--- src/crc16_checked_frame_receiver_unit_defines.svh ---
// Assertion macros shared by the frame receiver RTL files.
// Each macro expands to nothing when SYNTHESIS is defined.
`ifndef CRC16_CHECKED_FRAME_RECEIVER_UNIT_DEFINES_SVH
`define CRC16_CHECKED_FRAME_RECEIVER_UNIT_DEFINES_SVH
`ifndef SYNTHESIS
// Concurrent property: prop must hold at every clock edge outside reset.
`define CRCFR_ASSERT(lbl, prop) \
  lbl: assert property (@(posedge clk) disable iff (!rst_n) (prop)) \
    else $error("crcfr assertion failed");
// Implication property: cons must hold in the cycle after ante.
`define CRCFR_ASSERT_NEXT(lbl, ante, cons) \
  lbl: assert property (@(posedge clk) disable iff (!rst_n) (ante) |=> (cons)) \
    else $error("crcfr assertion failed");
`else
`define CRCFR_ASSERT(lbl, prop)
`define CRCFR_ASSERT_NEXT(lbl, ante, cons)
`endif
`endif

--- src/crcfr_pkg.sv ---
// Shared types, constants and CRC-16/MODBUS helpers for the frame receiver.
// No dependencies; the parser, queue, emitter and top level refer to this package.
`timescale 1ns / 1ps

package crcfr_pkg;

  localparam int MAX_PAYLOAD = 32;
  localparam int MAX_LEN     = MAX_PAYLOAD + 2;
  localparam int IDX_W       = (MAX_PAYLOAD > 1) ? $clog2(MAX_PAYLOAD) : 1;
  localparam int CNT_W       = $clog2(MAX_PAYLOAD + 1);
  localparam int ADDR_W      = IDX_W + 1;
  localparam int RAM_DEPTH   = 2 << IDX_W;
  localparam int QUEUE_DEPTH = 2;

  typedef logic [IDX_W-1:0]  idx_t;
  typedef logic [CNT_W-1:0]  cnt_t;
  typedef logic [ADDR_W-1:0] addr_t;
  typedef logic [4:0]        bidx_t;
  typedef logic [5:0]        maxlen_t;
  typedef logic [1:0]        status_t;
  typedef logic [1:0]        tidx_t;

  localparam status_t ST_OK   = 2'd0;
  localparam status_t ST_CRC  = 2'd1;
  localparam status_t ST_TAIL = 2'd2;
  localparam status_t ST_LEN  = 2'd3;

  localparam maxlen_t MAX_BODY_RST = 6'd34;
  localparam logic [7:0]  HEADER_BYTE = 8'hEE;
  localparam logic [15:0] CRC_INIT    = 16'hFFFF;
  localparam logic [15:0] CRC_POLY    = 16'hA001;
  localparam tidx_t       TAIL_LAST   = 2'd3;

  // Descriptor of one finished frame, handed from the parser to the emitter.
  typedef struct packed {
    logic [15:0] cmd;
    cnt_t        n;
    status_t     status;
    logic        bank;
  } desc_t;

  // Release of a payload bank once its last byte has been read out.
  typedef struct packed {
    logic valid;
    logic bank;
  } clr_t;

  function automatic logic [7:0] tail_byte(input tidx_t i);
    logic [7:0] v;
    case (i)
      2'd0:    v = 8'hFF;
      2'd1:    v = 8'hFD;
      2'd2:    v = 8'hFE;
      default: v = 8'hFF;
    endcase
    return v;
  endfunction

  // Table entry of the byte-wise reflected CRC; synthesizes to a constant table.
  function automatic logic [15:0] crc_tab(input logic [7:0] i);
    logic [15:0] c;
    c = {8'h00, i};
    for (int k = 0; k < 8; k++) begin
      c = c[0] ? ((c >> 1) ^ CRC_POLY) : (c >> 1);
    end
    return c;
  endfunction

  function automatic logic [15:0] crc_next(input logic [15:0] crc, input logic [7:0] b);
    return {8'h00, crc[15:8]} ^ crc_tab(crc[7:0] ^ b);
  endfunction

endpackage

--- src/crcfr_ram.sv ---
// Generic simple dual-port RAM: one write port, one read port with registered data.
// No dependencies.
`timescale 1ns / 1ps

module crcfr_ram #(
  parameter int WIDTH = 8,
  parameter int DEPTH = 64
) (
  input  logic                     clk,
  input  logic                     wr_en,
  input  logic [$clog2(DEPTH)-1:0] wr_addr,
  input  logic [WIDTH-1:0]         wr_data,
  input  logic                     rd_en,
  input  logic [$clog2(DEPTH)-1:0] rd_addr,
  output logic [WIDTH-1:0]         rd_data
);

  logic [WIDTH-1:0] mem_r [DEPTH];
  logic [WIDTH-1:0] rd_data_r;

  always_ff @(posedge clk) begin
    if (wr_en) begin
      mem_r[wr_addr] <= wr_data;
    end
    if (rd_en) begin
      rd_data_r <= mem_r[rd_addr];
    end
  end

  assign rd_data = rd_data_r;

endmodule

--- src/crcfr_queue.sv ---
// Two-entry descriptor queue between the frame parser and the item emitter.
// Depends on crcfr_pkg and the assertion macro header.
`timescale 1ns / 1ps
`include "crc16_checked_frame_receiver_unit_defines.svh"

module crcfr_queue (
  input  logic             clk,
  input  logic             rst_n,
  input  logic             push,
  input  crcfr_pkg::desc_t push_desc,
  input  logic             pop,
  output crcfr_pkg::desc_t head,
  output logic             empty,
  output logic             full
);

  crcfr_pkg::desc_t q_r [crcfr_pkg::QUEUE_DEPTH];
  logic       wr_ptr_r, wr_ptr_nxt;
  logic       rd_ptr_r, rd_ptr_nxt;
  logic [1:0] cnt_r, cnt_nxt;

  always_comb begin
    wr_ptr_nxt = push ? ~wr_ptr_r : wr_ptr_r;
    rd_ptr_nxt = pop ? ~rd_ptr_r : rd_ptr_r;
    cnt_nxt    = cnt_r + {1'b0, push} - {1'b0, pop};
  end

  always_ff @(posedge clk) begin
    if (!rst_n) begin
      wr_ptr_r <= 1'b0;
      rd_ptr_r <= 1'b0;
      cnt_r    <= 2'd0;
    end else begin
      wr_ptr_r <= wr_ptr_nxt;
      rd_ptr_r <= rd_ptr_nxt;
      cnt_r    <= cnt_nxt;
    end
  end

  always_ff @(posedge clk) begin
    if (push) begin
      q_r[wr_ptr_r] <= push_desc;
    end
  end

  assign head  = q_r[rd_ptr_r];
  assign empty = (cnt_r == 2'd0);
  assign full  = (cnt_r == 2'(crcfr_pkg::QUEUE_DEPTH));

  // Parser waits while full, emitter while empty: no overrun or underrun.
  `CRCFR_ASSERT(a_no_overrun, !(full && push))
  `CRCFR_ASSERT(a_no_underrun, !(empty && pop))

endmodule

--- src/crcfr_front.sv ---
// Frame parser: hunts for the header, checks length, CRC and tail, stores the payload
// into one of two RAM banks and queues one descriptor per frame. Uses crcfr_pkg.
`timescale 1ns / 1ps
`include "crc16_checked_frame_receiver_unit_defines.svh"

module crcfr_front (
  input  logic                 clk,
  input  logic                 rst_n,
  input  logic                 cfg_wr_en,
  input  crcfr_pkg::maxlen_t   cfg_wr_data,
  input  logic                 in_valid,
  output logic                 in_stall,
  input  logic [7:0]           in_rx_byte,
  input  logic                 q_full,
  output logic                 push,
  output crcfr_pkg::desc_t     push_desc,
  output logic                 ram_wr_en,
  output crcfr_pkg::addr_t     ram_wr_addr,
  output logic [7:0]           ram_wr_data,
  input  crcfr_pkg::clr_t      clr
);

  typedef enum logic [8:0] {
    S_HUNT   = 9'b000000001,
    S_LEN_HI = 9'b000000010,
    S_LEN_LO = 9'b000000100,
    S_CMD_HI = 9'b000001000,
    S_CMD_LO = 9'b000010000,
    S_PAY    = 9'b000100000,
    S_CRC_HI = 9'b001000000,
    S_CRC_LO = 9'b010000000,
    S_TAIL   = 9'b100000000
  } fstate_t;

  fstate_t             state_r, state_nxt;
  crcfr_pkg::maxlen_t  max_len_r, max_len_nxt;
  logic [7:0]          len_hi_r, len_hi_nxt;
  crcfr_pkg::cnt_t     pay_n_r, pay_n_nxt;
  crcfr_pkg::cnt_t     pay_cnt_r, pay_cnt_nxt;
  logic [15:0]         crc_r, crc_nxt;
  logic [15:0]         rx_crc_r, rx_crc_nxt;
  logic [15:0]         cmd_r, cmd_nxt;
  crcfr_pkg::tidx_t    tail_idx_r, tail_idx_nxt;
  logic                bank_r, bank_nxt;
  logic [1:0]          busy_r, busy_nxt;
  logic [1:0]          set_mask, clr_mask;
  logic                acc;
  logic [15:0]         len;
  logic                len_bad;

  assign in_stall = q_full || ((state_r == S_PAY) && busy_r[bank_r]);
  assign acc      = in_valid && !in_stall;
  assign len      = {len_hi_r, in_rx_byte};
  assign len_bad  = (len < 16'd2) || (len > {10'd0, max_len_r}) ||
                    (len > 16'(crcfr_pkg::MAX_LEN));

  always_comb begin
    state_nxt    = state_r;
    max_len_nxt  = cfg_wr_en ? cfg_wr_data : max_len_r;
    len_hi_nxt   = len_hi_r;
    pay_n_nxt    = pay_n_r;
    pay_cnt_nxt  = pay_cnt_r;
    crc_nxt      = crc_r;
    rx_crc_nxt   = rx_crc_r;
    cmd_nxt      = cmd_r;
    tail_idx_nxt = tail_idx_r;
    bank_nxt     = bank_r;
    set_mask     = 2'b00;
    push         = 1'b0;
    push_desc    = '{cmd: cmd_r, n: '0, status: crcfr_pkg::ST_OK, bank: bank_r};
    ram_wr_en    = 1'b0;
    ram_wr_addr  = {bank_r, crcfr_pkg::idx_t'(pay_cnt_r)};
    ram_wr_data  = in_rx_byte;

    if (acc) begin
      case (state_r)
        S_HUNT: begin
          if (in_rx_byte == crcfr_pkg::HEADER_BYTE) begin
            state_nxt = S_LEN_HI;
          end
        end
        S_LEN_HI: begin
          len_hi_nxt = in_rx_byte;
          state_nxt  = S_LEN_LO;
        end
        S_LEN_LO: begin
          if (len_bad) begin
            push             = 1'b1;
            push_desc.cmd    = 16'h0000;
            push_desc.status = crcfr_pkg::ST_LEN;
            state_nxt        = S_HUNT;
          end else begin
            pay_n_nxt   = crcfr_pkg::cnt_t'(len - 16'd2);
            pay_cnt_nxt = '0;
            crc_nxt     = crcfr_pkg::CRC_INIT;
            state_nxt   = S_CMD_HI;
          end
        end
        S_CMD_HI: begin
          cmd_nxt   = {in_rx_byte, 8'h00};
          crc_nxt   = crcfr_pkg::crc_next(crc_r, in_rx_byte);
          state_nxt = S_CMD_LO;
        end
        S_CMD_LO: begin
          cmd_nxt   = {cmd_r[15:8], in_rx_byte};
          crc_nxt   = crcfr_pkg::crc_next(crc_r, in_rx_byte);
          state_nxt = (pay_n_r != '0) ? S_PAY : S_CRC_HI;
        end
        S_PAY: begin
          ram_wr_en   = 1'b1;
          crc_nxt     = crcfr_pkg::crc_next(crc_r, in_rx_byte);
          pay_cnt_nxt = pay_cnt_r + 1'b1;
          if (pay_cnt_nxt == pay_n_r) begin
            state_nxt = S_CRC_HI;
          end
        end
        S_CRC_HI: begin
          rx_crc_nxt = {in_rx_byte, 8'h00};
          state_nxt  = S_CRC_LO;
        end
        S_CRC_LO: begin
          rx_crc_nxt   = {rx_crc_r[15:8], in_rx_byte};
          tail_idx_nxt = '0;
          state_nxt    = S_TAIL;
        end
        S_TAIL: begin
          if (in_rx_byte != crcfr_pkg::tail_byte(tail_idx_r)) begin
            push             = 1'b1;
            push_desc.status = crcfr_pkg::ST_TAIL;
            state_nxt        = S_HUNT;
          end else if (tail_idx_r != crcfr_pkg::TAIL_LAST) begin
            tail_idx_nxt = tail_idx_r + 1'b1;
          end else begin
            push      = 1'b1;
            state_nxt = S_HUNT;
            if (rx_crc_r != crc_r) begin
              push_desc.status = crcfr_pkg::ST_CRC;
            end else begin
              push_desc.n = pay_n_r;
              // A good frame with payload hands its bank over to the emitter.
              if (pay_n_r != '0) begin
                set_mask         = 2'b01 << bank_r;
                bank_nxt         = ~bank_r;
              end
            end
          end
        end
        default: begin
          state_nxt = S_HUNT;
        end
      endcase
    end

    clr_mask = clr.valid ? (2'b01 << clr.bank) : 2'b00;
    busy_nxt = (busy_r & ~clr_mask) | set_mask;
  end

  always_ff @(posedge clk) begin
    if (!rst_n) begin
      state_r   <= S_HUNT;
      max_len_r <= crcfr_pkg::MAX_BODY_RST;
      bank_r    <= 1'b0;
      busy_r    <= 2'b00;
    end else begin
      state_r   <= state_nxt;
      max_len_r <= max_len_nxt;
      bank_r    <= bank_nxt;
      busy_r    <= busy_nxt;
    end
  end

  always_ff @(posedge clk) begin
    len_hi_r   <= len_hi_nxt;
    pay_n_r    <= pay_n_nxt;
    pay_cnt_r  <= pay_cnt_nxt;
    crc_r      <= crc_nxt;
    rx_crc_r   <= rx_crc_nxt;
    cmd_r      <= cmd_nxt;
    tail_idx_r <= tail_idx_nxt;
  end

  // Payload must never be written into a bank that still waits to be read out.
  `CRCFR_ASSERT(a_no_busy_write, !(ram_wr_en && busy_r[bank_r]))
  // Handing over a bank marks it busy and moves to the other bank.
  `CRCFR_ASSERT_NEXT(a_bank_handover, |set_mask, !$stable(bank_r) && busy_r[$past(bank_r)])

endmodule

--- src/crcfr_back.sv ---
// Item emitter: walks queued frame descriptors, reads payload bytes from the RAM
// and drives the result channel through a read stage and an output register.
// Uses crcfr_pkg.
`timescale 1ns / 1ps
`include "crc16_checked_frame_receiver_unit_defines.svh"

module crcfr_back (
  input  logic                 clk,
  input  logic                 rst_n,
  input  crcfr_pkg::desc_t     head,
  input  logic                 q_empty,
  output logic                 pop,
  output logic                 ram_rd_en,
  output crcfr_pkg::addr_t     ram_rd_addr,
  input  logic [7:0]           ram_rd_data,
  output crcfr_pkg::clr_t      clr,
  output logic                 out_valid,
  input  logic                 out_stall,
  output logic [15:0]          out_command,
  output logic [7:0]           out_payload_byte,
  output logic [4:0]           out_byte_index,
  output logic                 out_has_payload,
  output logic [1:0]           out_frame_status,
  output logic                 out_last
);

  crcfr_pkg::idx_t    idx_r, idx_nxt;
  logic               s1_valid_r, s1_valid_nxt;
  logic [15:0]        s1_cmd_r;
  crcfr_pkg::idx_t    s1_idx_r;
  logic               s1_has_r;
  crcfr_pkg::status_t s1_status_r;
  logic               s1_last_r;

  logic               o_valid_r, o_valid_nxt;
  logic [15:0]        o_cmd_r;
  logic [7:0]         o_byte_r;
  crcfr_pkg::bidx_t   o_idx_r;
  logic               o_has_r;
  crcfr_pkg::status_t o_status_r;
  logic               o_last_r;

  logic               o_free;
  logic               advance;
  logic               issue;
  logic               has;
  logic               item_last;

  assign o_free    = !o_valid_r || !out_stall;
  assign advance   = s1_valid_r && o_free;
  assign issue     = !q_empty && (!s1_valid_r || advance);
  assign has       = (head.n != '0);
  assign item_last = !has || ((crcfr_pkg::cnt_t'(idx_r) + 1'b1) == head.n);

  assign pop         = issue && item_last;
  assign ram_rd_en   = issue && has;
  assign ram_rd_addr = {head.bank, idx_r};
  assign clr         = '{valid: pop && has, bank: head.bank};

  always_comb begin
    idx_nxt = idx_r;
    if (issue) begin
      idx_nxt = item_last ? '0 : idx_r + 1'b1;
    end
    s1_valid_nxt = issue || (s1_valid_r && !advance);
    o_valid_nxt  = o_free ? s1_valid_r : o_valid_r;
  end

  always_ff @(posedge clk) begin
    if (!rst_n) begin
      idx_r      <= '0;
      s1_valid_r <= 1'b0;
      o_valid_r  <= 1'b0;
    end else begin
      idx_r      <= idx_nxt;
      s1_valid_r <= s1_valid_nxt;
      o_valid_r  <= o_valid_nxt;
    end
  end

  always_ff @(posedge clk) begin
    if (issue) begin
      s1_cmd_r    <= head.cmd;
      s1_idx_r    <= idx_r;
      s1_has_r    <= has;
      s1_status_r <= head.status;
      s1_last_r   <= item_last;
    end
    // The RAM read data is held while the read stage waits, as no new read is issued.
    if (advance) begin
      o_cmd_r    <= s1_cmd_r;
      o_byte_r   <= s1_has_r ? ram_rd_data : 8'h00;
      o_idx_r    <= s1_has_r ? crcfr_pkg::bidx_t'(s1_idx_r) : '0;
      o_has_r    <= s1_has_r;
      o_status_r <= s1_status_r;
      o_last_r   <= s1_last_r;
    end
  end

  assign out_valid        = o_valid_r;
  assign out_command      = o_cmd_r;
  assign out_payload_byte = o_byte_r;
  assign out_byte_index   = o_idx_r;
  assign out_has_payload  = o_has_r;
  assign out_frame_status = o_status_r;
  assign out_last         = o_last_r;

  // Every item but the final one of a frame carries a payload byte.
  `CRCFR_ASSERT(a_nonlast_has_payload, !(o_valid_r && !o_last_r && !o_has_r))
  // Items without payload are always the only item of their frame.
  `CRCFR_ASSERT(a_empty_is_last, !(s1_valid_r && !s1_has_r && !s1_last_r))

endmodule

--- src/crc16_checked_frame_receiver_unit.sv ---
// Top level of the CRC-16/MODBUS checked serial frame receiver.
// Instantiates crcfr_front, crcfr_queue, crcfr_ram and crcfr_back; uses crcfr_pkg.
//
//   Channel  | Direction | Handshake          | Payload
//   ---------+-----------+--------------------+------------------------------------------
//   in_      | input     | in_valid/in_stall  | in_rx_byte
//   out_     | output    | out_valid/out_stall| out_command, out_payload_byte,
//            |           |                    | out_byte_index, out_has_payload,
//            |           |                    | out_frame_status, out_last
//   cfg_     | input     | cfg_wr_en          | cfg_wr_data (max_body_len)
//
// The parser takes one byte per cycle while not stalled; one state step per byte, and one
// CRC table step per command or payload byte. A frame's result items leave at one per cycle
// while out_stall is low, after the descriptor queue, the payload RAM read and the output register.
// The parser stalls when the two-entry descriptor queue is full, or when it would write
// payload into a RAM bank whose previous frame has not yet been read out.
// Reset is synchronous and active low; there is no clearing pass.
`timescale 1ns / 1ps

module crc16_checked_frame_receiver_unit (
  input  logic        clk,
  input  logic        rst_n,
  input  logic        cfg_wr_en,
  input  logic [5:0]  cfg_wr_data,
  input  logic        in_valid,
  output logic        in_stall,
  input  logic [7:0]  in_rx_byte,
  output logic        out_valid,
  input  logic        out_stall,
  output logic [15:0] out_command,
  output logic [7:0]  out_payload_byte,
  output logic [4:0]  out_byte_index,
  output logic        out_has_payload,
  output logic [1:0]  out_frame_status,
  output logic        out_last
);

  logic               push;
  crcfr_pkg::desc_t   push_desc;
  logic               pop;
  crcfr_pkg::desc_t   head;
  logic               q_empty;
  logic               q_full;
  logic               ram_wr_en;
  crcfr_pkg::addr_t   ram_wr_addr;
  logic [7:0]         ram_wr_data;
  logic               ram_rd_en;
  crcfr_pkg::addr_t   ram_rd_addr;
  logic [7:0]         ram_rd_data;
  crcfr_pkg::clr_t    clr;

  crcfr_front u_front (
    .clk         (clk),
    .rst_n       (rst_n),
    .cfg_wr_en   (cfg_wr_en),
    .cfg_wr_data (cfg_wr_data),
    .in_valid    (in_valid),
    .in_stall    (in_stall),
    .in_rx_byte  (in_rx_byte),
    .q_full      (q_full),
    .push        (push),
    .push_desc   (push_desc),
    .ram_wr_en   (ram_wr_en),
    .ram_wr_addr (ram_wr_addr),
    .ram_wr_data (ram_wr_data),
    .clr         (clr)
  );

  crcfr_queue u_queue (
    .clk       (clk),
    .rst_n     (rst_n),
    .push      (push),
    .push_desc (push_desc),
    .pop       (pop),
    .head      (head),
    .empty     (q_empty),
    .full      (q_full)
  );

  crcfr_ram #(
    .WIDTH (8),
    .DEPTH (crcfr_pkg::RAM_DEPTH)
  ) u_ram (
    .clk     (clk),
    .wr_en   (ram_wr_en),
    .wr_addr (ram_wr_addr),
    .wr_data (ram_wr_data),
    .rd_en   (ram_rd_en),
    .rd_addr (ram_rd_addr),
    .rd_data (ram_rd_data)
  );

  crcfr_back u_back (
    .clk              (clk),
    .rst_n            (rst_n),
    .head             (head),
    .q_empty          (q_empty),
    .pop              (pop),
    .ram_rd_en        (ram_rd_en),
    .ram_rd_addr      (ram_rd_addr),
    .ram_rd_data      (ram_rd_data),
    .clr              (clr),
    .out_valid        (out_valid),
    .out_stall        (out_stall),
    .out_command      (out_command),
    .out_payload_byte (out_payload_byte),
    .out_byte_index   (out_byte_index),
    .out_has_payload  (out_has_payload),
    .out_frame_status (out_frame_status),
    .out_last         (out_last)
  );

endmodule

--- config.mk ---
export PLATFORM = sky130hd
export DESIGN_NAME = crc16_checked_frame_receiver_unit
export DESIGN_NICKNAME = d
export VERILOG_FILES = /design/src/crcfr_pkg.sv /design/src/crcfr_ram.sv /design/src/crcfr_queue.sv /design/src/crcfr_front.sv /design/src/crcfr_back.sv /design/src/crc16_checked_frame_receiver_unit.sv
export VERILOG_INCLUDE_DIRS = /design/src /design/src/src
export SDC_FILE = /design/constraint.sdc
export NUM_CORES = 1
export LEC_CHECK = 0
export BUFFER_PORTS_ARGS = -buffer_cell sky130_fd_sc_hd__buf_2
export CAP_MARGIN = 20
export CELL_PAD_IN_SITES_DETAIL_PLACEMENT = 1
export CELL_PAD_IN_SITES_GLOBAL_PLACEMENT = 1
export CORE_ASPECT_RATIO = 0.6
export CORE_MARGIN = 2
export CORE_UTILIZATION = 57
export CTS_BUF_LIST = sky130_fd_sc_hd__clkbuf_8
export CTS_CLUSTER_SIZE = 12
export DETAILED_ROUTE_END_ITERATION = 10
export PLACE_DENSITY = 0.82
export SLEW_MARGIN = 20
export SYNTH_ARGS = -nofsm -noshare
export SYNTH_HDL_FRONTEND = slang
export SYNTH_SLANG_ARGS = --single-unit
--- constraint.sdc ---
create_clock -name clk -period 4.26 [get_ports clk]
set_input_delay 0.426 -clock clk [delete_from_list [all_inputs] [get_ports clk]]
set_output_delay 0.426 -clock clk [all_outputs]
set_load 0.03 [all_outputs]
==> impl_results.md, run 1 <==
* Status: finished, final reports clean
* Synth-to-Final Area Change at 10.1%
* Post_cts resized at 0
* Num ports at 54
* Count of final hold-check violations at 0
* Wirelength per Cell at 29.8 um
* Most used DFF post-synth: edfxtp_1
* Top delay family on crit path: simple AND/OR/NAND/NOR gates
* Initial DRC Count at 1720
* Layout Skew at 0.0368 ns
* Root cell of the clock tree: clkbuf_8
* Crit Path Class: reg -> reg
* Crit-path slowest cell: nor2_1
* Clk pwr share at 38.0%
* Max stage delay on crit path at 0.87 ns
* #FFs+latches synth at 728
* Internal power at 0.0104 W
* CP Launch Type: flop
* Largest family of logic cells by synthesized area: multiplexers
* Crit path capture type: flop
* Most common cell in the netlist: edfxtp_1
* Final Slew Violations at 0
* # nets final at 1720
* CTS tree: yes
* Slew @ Worst Pin at 1.14 ns
* CTS Buf Count at 102
* Initial Util at 57.5%
* Data required, critical path at 4.57 ns
* Site Rows at 64
* Share of the synthesized area in the top cell type at 71.8%
* Clk slew on worst S/H paths at 0.07 ns
* Cell area after synthesis at 29200 sq um
* Initial antenna violation count at 1
* Worst hold-check path type: in -> reg
* Mapped Cells at 1568
* H-tree Lvls at 3
* First-pass GRT wire length at 108 mm
* Largest net degree at the start of global routing at 82
* Ys Warns at 0
* First-pass DRT Iterations at 5
* DIE HEIGHT at 179 um
* CP cell instances: nor2_1 -> nand4_4 -> nor3_1 -> nand3_1 -> nor2_1
* Synth Area in Simple Gates at 6.34%
* P_leak at 10.2 nW
* DIE AREA at 53100 sq um
* DRC at 0
* Syn_area_per_cell at 18.6 sq um
* Max VDD drop at 0.000357 V
* Share of layout cells above drive strength 1 at 22.9%
* GPL Wtd Cong at 0.871
* Ant diodes at 0
* # fillers at 4401
* DR vias at 15500
* Adder-cell share of the synthesized area at 0.600%
* Max-Cap Viols at 0
* Synth async-reset ratio at 0%
* Clk sinks at 728
* Worst-Skew Late Latency at 0.72 ns
* Tcrit/Tclk final at 85.3%
* Fmax at 275 MHz
* Routed wire length at 73.2 mm
* Post-synthesis compound-gate area fraction at 2.28%
* Commonest cells post-synth: edfxtp_1 (698), mux4_2 (142), nor2_1 (120)
* PD cells at 416 nW/um^2
* Area contributors post-synth: edfxtp_1 (72%), mux4_2 (11%), dfxtp_1 (2.1%)
* Port bufs at 53
* CTS max path bufs at 3
* Antenna viol nets, final at 0
* Psw at 0.00298 W
* Global router's overall resource usage at 28.3%
* Flop pwr share at 58.7%
* Sw Ratio at 22.2%
* Post-Synth XOR/XNOR Area at 2.00%
* Post-CTS setup buffers at 0
* Largest area contributor in the netlist: edfxtp_1
* CP max FO at 14
* GR Overflow Total at 0
* Max-Slew Margin vs Limit at 23.4%
* Minimum clock period after layout at 3.64 ns
* Crit path arrival time at 3.94 ns
* WP buf/inv at 0
* Mux cell area share after synthesis at 13.4%
* Setup_tns at 0 ns
* RSZ-0062 raised after global routing: false
* Post-synth EDFFs at 698
* Combinational share of power at 3.3%
* Unique masters post-synth at 72
* Total power draw at 0.0134 W
* Die Span X at 296 um
* DP HPWL at 47.6 mm
* CP dominant cell by count: nor2_1
* Vias in the first global route at 16200
* DR vias/cell at 6.29
* Final setup fails at 0
* Sequential element share of the synthesized area at 73.8%
* Synth Net Count at 1601
* Core Area at 50800 sq um
[worst min-delay path, delay by kind of cell]
family,cells,cell delay [ns]
compound gates,1,0.09
simple gates,1,0.08
buf+inv,1,0.13
[layout by cell type, fill, tap and decap left out, drive strengths merged, types with 14 or more instances in the layout]
| master | netlist | routed |
|---|---|---|
| xor2 | 27 | 27 |
| buf | 51 | 85 |
| a21oi | 21 | 21 |
| nor4 | 17 | 17 |
| mux2i | 48 | 48 |
| inv | 22 | 54 |
| and2 | 33 | 33 |
| mux4 | 142 | 142 |
| edfxtp | 698 | 698 |
| nor2b | 35 | 35 |
| nor2 | 121 | 121 |
| clkbuf | 25 | 110 |
| dfxtp | 30 | 30 |
| nor3 | 16 | 16 |
| mux2 | 20 | 20 |
| nand3 | 30 | 30 |
| nand2 | 60 | 60 |
| clkinv | 1 | 37 |
| o21ai | 15 | 15 |
| xnor2 | 31 | 31 |
| ha | 14 | 14 |
[logic make-up (layout without fill, tap and decap cells)]
| group | Yosys count | in the layout |
|---|---|---|
| xor+xnor | 61 | 61 |
| buf+inv | 99 | 295 |
| fa+ha+maj | 14 | 14 |
| simple gates | 358 | 358 |
| compound gates | 98 | 98 |
| mux | 210 | 210 |
| flops | 728 | 728 |
[per-stage QoR]
stage	instance area, sq um	cells	hold slack [ns]	utilization (%)	setup WS, ns
2_1_floorplan	29200	1568	0.400	-	0.909
3_3_place_gp	30300	2270	0.407	59.6	0.476
3_5_place_dp	30300	2270	0.407	59.6	0.00757
4_1_cts	32100	2457	0.0306	63.3	0.542
5_1_grt	32200	2457	0.0623	63.3	0.516
6_report	32200	2457	0.0599	63.3	0.624
[path summary, 6_finish.rpt]
check | start | slack [ns] | depth (start not counted) | end
setup reg to reg | u_front.state_r[3]$_SDFFE_PN0P_ | 0.62 | 5 | u_ram.mem_r[50][1]$_DFFE_PP_
setup / recovery | u_front.state_r[3]$_SDFFE_PN0P_ | 0.62 | 5 | u_ram.mem_r[50][1]$_DFFE_PP_
hold reg to reg | u_back.s1_status_r[1]$_DFFE_PP_ | 0.41 | 0 | u_back.out_frame_status[1]$_DFFE_PP_
hold / removal | out_stall | 0.06 | 3 | u_back.out_valid$_SDFFE_PN0P_
[cell type report]
cell class	instances	area [sq um]	area share (%)
clock buffer	110	1510	4.71
inverter	23	86.3	0.268
timing repair buffer	91	578	1.80
multi-input combinational	741	7210	22.4
tap	693	867	2.70
sequential	728	21600	67.1
clock inverter	71	324	1.01
[what timing repair did]
item / 4_1_cts / 5_1_grt
hold buffers: 6 / 0
endpoints found under the setup margin: 0 / 0
hold endpoints to repair: 6 / 0
[power by group through the flow]
stage / Combinational, W / Clock [W] / Sequential [W]
after floorplan: 0.000262 / 0 / 0.00800
after global placement: 0.000398 / 0 / 0.00801
after detailed placement: 0.000425 / 0 / 0.00801
after CTS: 0.000432 / 0.00515 / 0.00786
after global routing: 0.000474 / 0.00542 / 0.00786
final: 0.000438 / 0.00508 / 0.00786
[sequential cells by signal (all words and copies together), names as in the netlist, 9 cells and up, named ones only]
| register | flops |
|---|---|
| u_front.crc_r | 16 |
| u_front.state_r | 9 |
| u_front.cmd_r | 16 |
| u_front.rx_crc_r | 16 |
| u_back.s1_cmd_r | 16 |
| u_queue.q_r | 50 |
| u_back.out_command | 16 |
| u_ram.mem_r | 512 |
[metal layers]
layer / share of wire [%] / GRT usage [%]
met5: 0 / 0
met2: 46 / 43.0
met1: 43 / 42.3
met4: 2.0 / 7.58
met3: 8.3 / 6.12
No activity file was read; power rests on OpenSTA's default activity.
==> run 2: changes to the inputs <==
--- a/config.mk
+++ b/config.mk
@@ -6,13 +6,14 @@
 export SDC_FILE = /design/constraint.sdc
 export NUM_CORES = 1
 export LEC_CHECK = 0
+export ABC_AREA = 1
 export BUFFER_PORTS_ARGS = -buffer_cell sky130_fd_sc_hd__buf_2
 export CAP_MARGIN = 20
 export CELL_PAD_IN_SITES_DETAIL_PLACEMENT = 1
 export CELL_PAD_IN_SITES_GLOBAL_PLACEMENT = 1
 export CORE_ASPECT_RATIO = 0.6
 export CORE_MARGIN = 2
-export CORE_UTILIZATION = 57
+export CORE_UTILIZATION = 53
 export CTS_BUF_LIST = sky130_fd_sc_hd__clkbuf_8
 export CTS_CLUSTER_SIZE = 12
 export DETAILED_ROUTE_END_ITERATION = 10
==> impl_results.md, run 2 <==
* Highest metal layer with signal wires: met4
* Layout Skew at 0.0301 ns (-0.00672 ns)
* Post-CTS setup buffers at 0 (unchanged)
* Largest family of logic cells by synthesized area: simple AND/OR/NAND/NOR gates
* DR vias at 21100 (+37%)
* Cell area after synthesis at 29900 sq um (+2.3%)
* Core Area at 55700 sq um (+9.8%)
* Post-synth EDFFs at 698 (unchanged)
* Max VDD drop at 0.000348 V (-2.5%)
* Post-synthesis compound-gate area fraction at 8.26% (+6.0 points)
* Most used DFF post-synth: edfxtp_1
* Most flop-heavy register: u_ram.mem_r
* DIE HEIGHT at 188 um (+4.8%)
* Commonest cells post-synth: edfxtp_1 (698), nand2_1 (487), nor2_1 (434)
* GR Overflow Total at 0 (unchanged)
* Status: finished, final reports clean
* Launch point of the worst reg-to-reg path: u_back.idx_r[1]$_SDFFE_PN0P_
* Global router's overall resource usage at 31.1% (+2.8 points)
* Final setup fails at 0 (unchanged)
* P_leak at 12.0 nW (+18%)
* Count of final hold-check violations at 0 (unchanged)
* H-tree Lvls at 3 (unchanged)
* CTS max path bufs at 3 (unchanged)
* Initial antenna violation count at 1 (unchanged)
* Most common cell in the netlist: edfxtp_1
* Adder-cell share of the synthesized area at 0.586% (-0.014 points)
* Flop pwr share at 56.3% (-2.4 points)
* Synth Net Count at 2581 (+61%)
* Final Slew Violations at 0 (unchanged)
* Data required, critical path at 4.92 ns (+0.35 ns)
* Tcrit/Tclk final at 79.1% (-6.2 points)
* Initial Util at 53.6% (-3.9 points)
* Max reg flops at 512 (unchanged)
* Crit path launch: u_back.idx_r[1]$_SDFFE_PN0P_
* Num ports at 54 (unchanged)
* Clk pwr share at 39.3% (+1.3 points)
* Most common cell after layout, fill and taps aside: edfxtp_1
* GPL Wtd Cong at 0.885 (+1.5%)
* Hold path depth at 3 (unchanged)
* CTS tree: yes
* Share of the synthesized area in the top cell type at 70.1% (-1.6 points)
* CP max FO at 25 (+11)
* First-pass DRT Iterations at 6 (+1)
* Die Span X at 311 um (+4.8%)
* Largest net degree at the start of global routing at 170 (+110%)
* Commonest cells after routing, fill and taps aside: edfxtp_1 (698), nand2_1 (487), nor2_1 (432)
* WL met2 at 40.4 mm (+19%)
* Clk sinks at 728 (unchanged)
* Wirelength per Cell at 26.2 um (-12%)
* Synth Area in Simple Gates at 14.9% (+8.5 points)
* RSZ-0062 raised after global routing: false
* Worst hold-check path type: in -> reg
* Hold wc startpoint: cfg_wr_data[4]
* Worst-Skew Late Latency at 0.74 ns (+0.02 ns)
* Met3 WL at 9.96 mm (+63%)
* # nets final at 2661 (+55%)
* Root cell of the clock tree: clkbuf_8
* Synth async-reset ratio at 0% (unchanged)
* PD cells at 428 nW/um^2 (+2.7%)
* Combinational share of power at 4.4% (+1.1 points)
* Syn_area_per_cell at 11.7 sq um (-37%)
* Ys Warns at 0 (unchanged)
* DRC at 0 (unchanged)
* Port bufs at 53 (unchanged)
* #FFs+latches synth at 728 (unchanged)
* First-pass GRT wire length at 136 mm (+26%)
* Antenna viol nets, final at 0 (unchanged)
* Vias in the first global route at 21800 (+35%)
* Worst Reg-to-Reg Cells at 14 (+9)
* Sw Ratio at 23.4% (+1.1 points)
* Biggest regs: u_ram.mem_r: 512 flops, u_queue.q_r: 50 flops
* DP HPWL at 56.7 mm (+19%)
* Slew @ Worst Pin at 1.17 ns (+0.0258 ns)
* Crit path arrival time at 4.03 ns (+0.09 ns)
* DR vias/cell at 6.09 (-3.2%)
* Setup_tns at 0 ns (unchanged)
* Initial DRC Count at 2956 (+72%)
* Post-Synth XOR/XNOR Area at 0.586% (-1.4 points)
* Clk slew on worst S/H paths at 0.07 ns (about the same)
* CP Launch Type: flop
* Unique masters post-synth at 39 (-46%)
* Crit Path Class: reg -> reg
* Max-Cap Viols at 0 (unchanged)
* Share of layout cells above drive strength 1 at 9.92% (-13 points)
* Minimum clock period after layout at 3.37 ns (-0.266 ns)
* Routed metal-1 wirelength at 38.2 mm (+20%)
* Area contributors post-synth: edfxtp_1 (70%), nand2_1 (6.1%), nor2_1 (5.5%)
* Fmax at 297 MHz (+7.9%)
* Synth-to-Final Area Change at 10.2% (about the same)
* Mux cell area share after synthesis at 0% (-13 points)
* DIE AREA at 58400 sq um (+9.9%)
* Max-Slew Margin vs Limit at 21.7% (-1.7 points)
* Total power draw at 0.0141 W (+5.2%)
* Mapped Cells at 2548 (+63%)
* Sequential element share of the synthesized area at 72.1% (-1.7 points)
* Psw at 0.00329 W (+10%)
* Site Rows at 67 (+4.7%)
* Largest area contributor in the netlist: edfxtp_1
* Internal power at 0.0108 W (+3.7%)
* Routed wire length at 90.9 mm (+24%)
* CTS Buf Count at 105 (+2.9%)
* Crit path capture type: flop
-- run 2: final timing paths --
path              slack [ns]                           endpoint
setup / recovery        0.89        u_queue.cnt_r[1]$_SDFF_PN0_
hold / removal          0.04  u_front.max_len_r[4]$_SDFFE_PN0P_
setup reg to reg        0.89        u_queue.cnt_r[1]$_SDFF_PN0_
hold reg to reg         0.43    u_back.out_command[8]$_DFFE_PP_
-- run 2: area by class of cell --
cell class	instances	area, sq um
Fill cell	5676	22800
Clock inverter	74	413
Clock buffer	117	1610
Tap cell	759	950
Inverter	122	467
Sequential cell	728	21600
Timing Repair Buffer	99	646
Multi-Input combinational cell	1572	7280
Antenna cell	1	2.50
-- run 2: metrics by stage --
step | worst slack, ns | instances | cell area, sq um | hold slack [ns] | util, %
floorplan | 1.34 | 2548 | 29900 | 0.400 | -
global placement | 1.30 | 3271 | 30800 | 0.401 | 55.3
detailed placement | 1.05 | 3271 | 30800 | 0.406 | 55.3
CTS | 1.04 | 3471 | 32900 | 0.00617 | 59.1
global route | 0.711 | 3471 | 32900 | 0.000525 | 59.1
finish | 0.890 | 3472 | 32900 | 0.0449 | 59.1
-- run 2: metal layers --
layer / global-route usage [%] / vias up
met5: 0 / -
met4: 9.20 / 0
met3: 8.91 / 193
met2: 46.6 / 1151
met1: 44.6 / 10600
li1: - / 9159
-- run 2: repair_timing --
item / CTS / global route
endpoints found under the hold margin: 6 / 0
resized for setup: 0 / 0
hold buffers: 9 / 0
-- run 2: critical path, stage by stage (launching register included) --
cell and delay [ns]:
dfxtp_2 0.71, ha_1 0.40, xor2_1 0.26, nand2_1 0.10
nand2_1 0.08, nand3_1 0.09, nor2_1 0.23, nand2_2 0.19
a21oi_1 0.18, ha_1 0.26, inv_1 0.08, ha_1 0.19
xor2_1 0.23, o21ai_0 0.13, a21oi_1 0.17
-- run 2: cells by family after synthesis --
group                    count (synthesis)
AO/OA/AOI/OAI                          439
XOR/XNOR                                20
adder cells (fa/ha/maj)                 14
buffers and inverters                  248
flip-flops                             728
AND/OR/NAND/NOR                       1099
-- run 2: power groups by stage --
stage | logic (W) | clock network, W | registers [W]
floorplan | 0.000342 | 0 | 0.00807
global placement | 0.000553 | 0 | 0.00807
detailed placement | 0.000590 | 0 | 0.00808
CTS | 0.000602 | 0.00557 | 0.00793
global route | 0.000686 | 0.00586 | 0.00793
finish | 0.000624 | 0.00553 | 0.00793
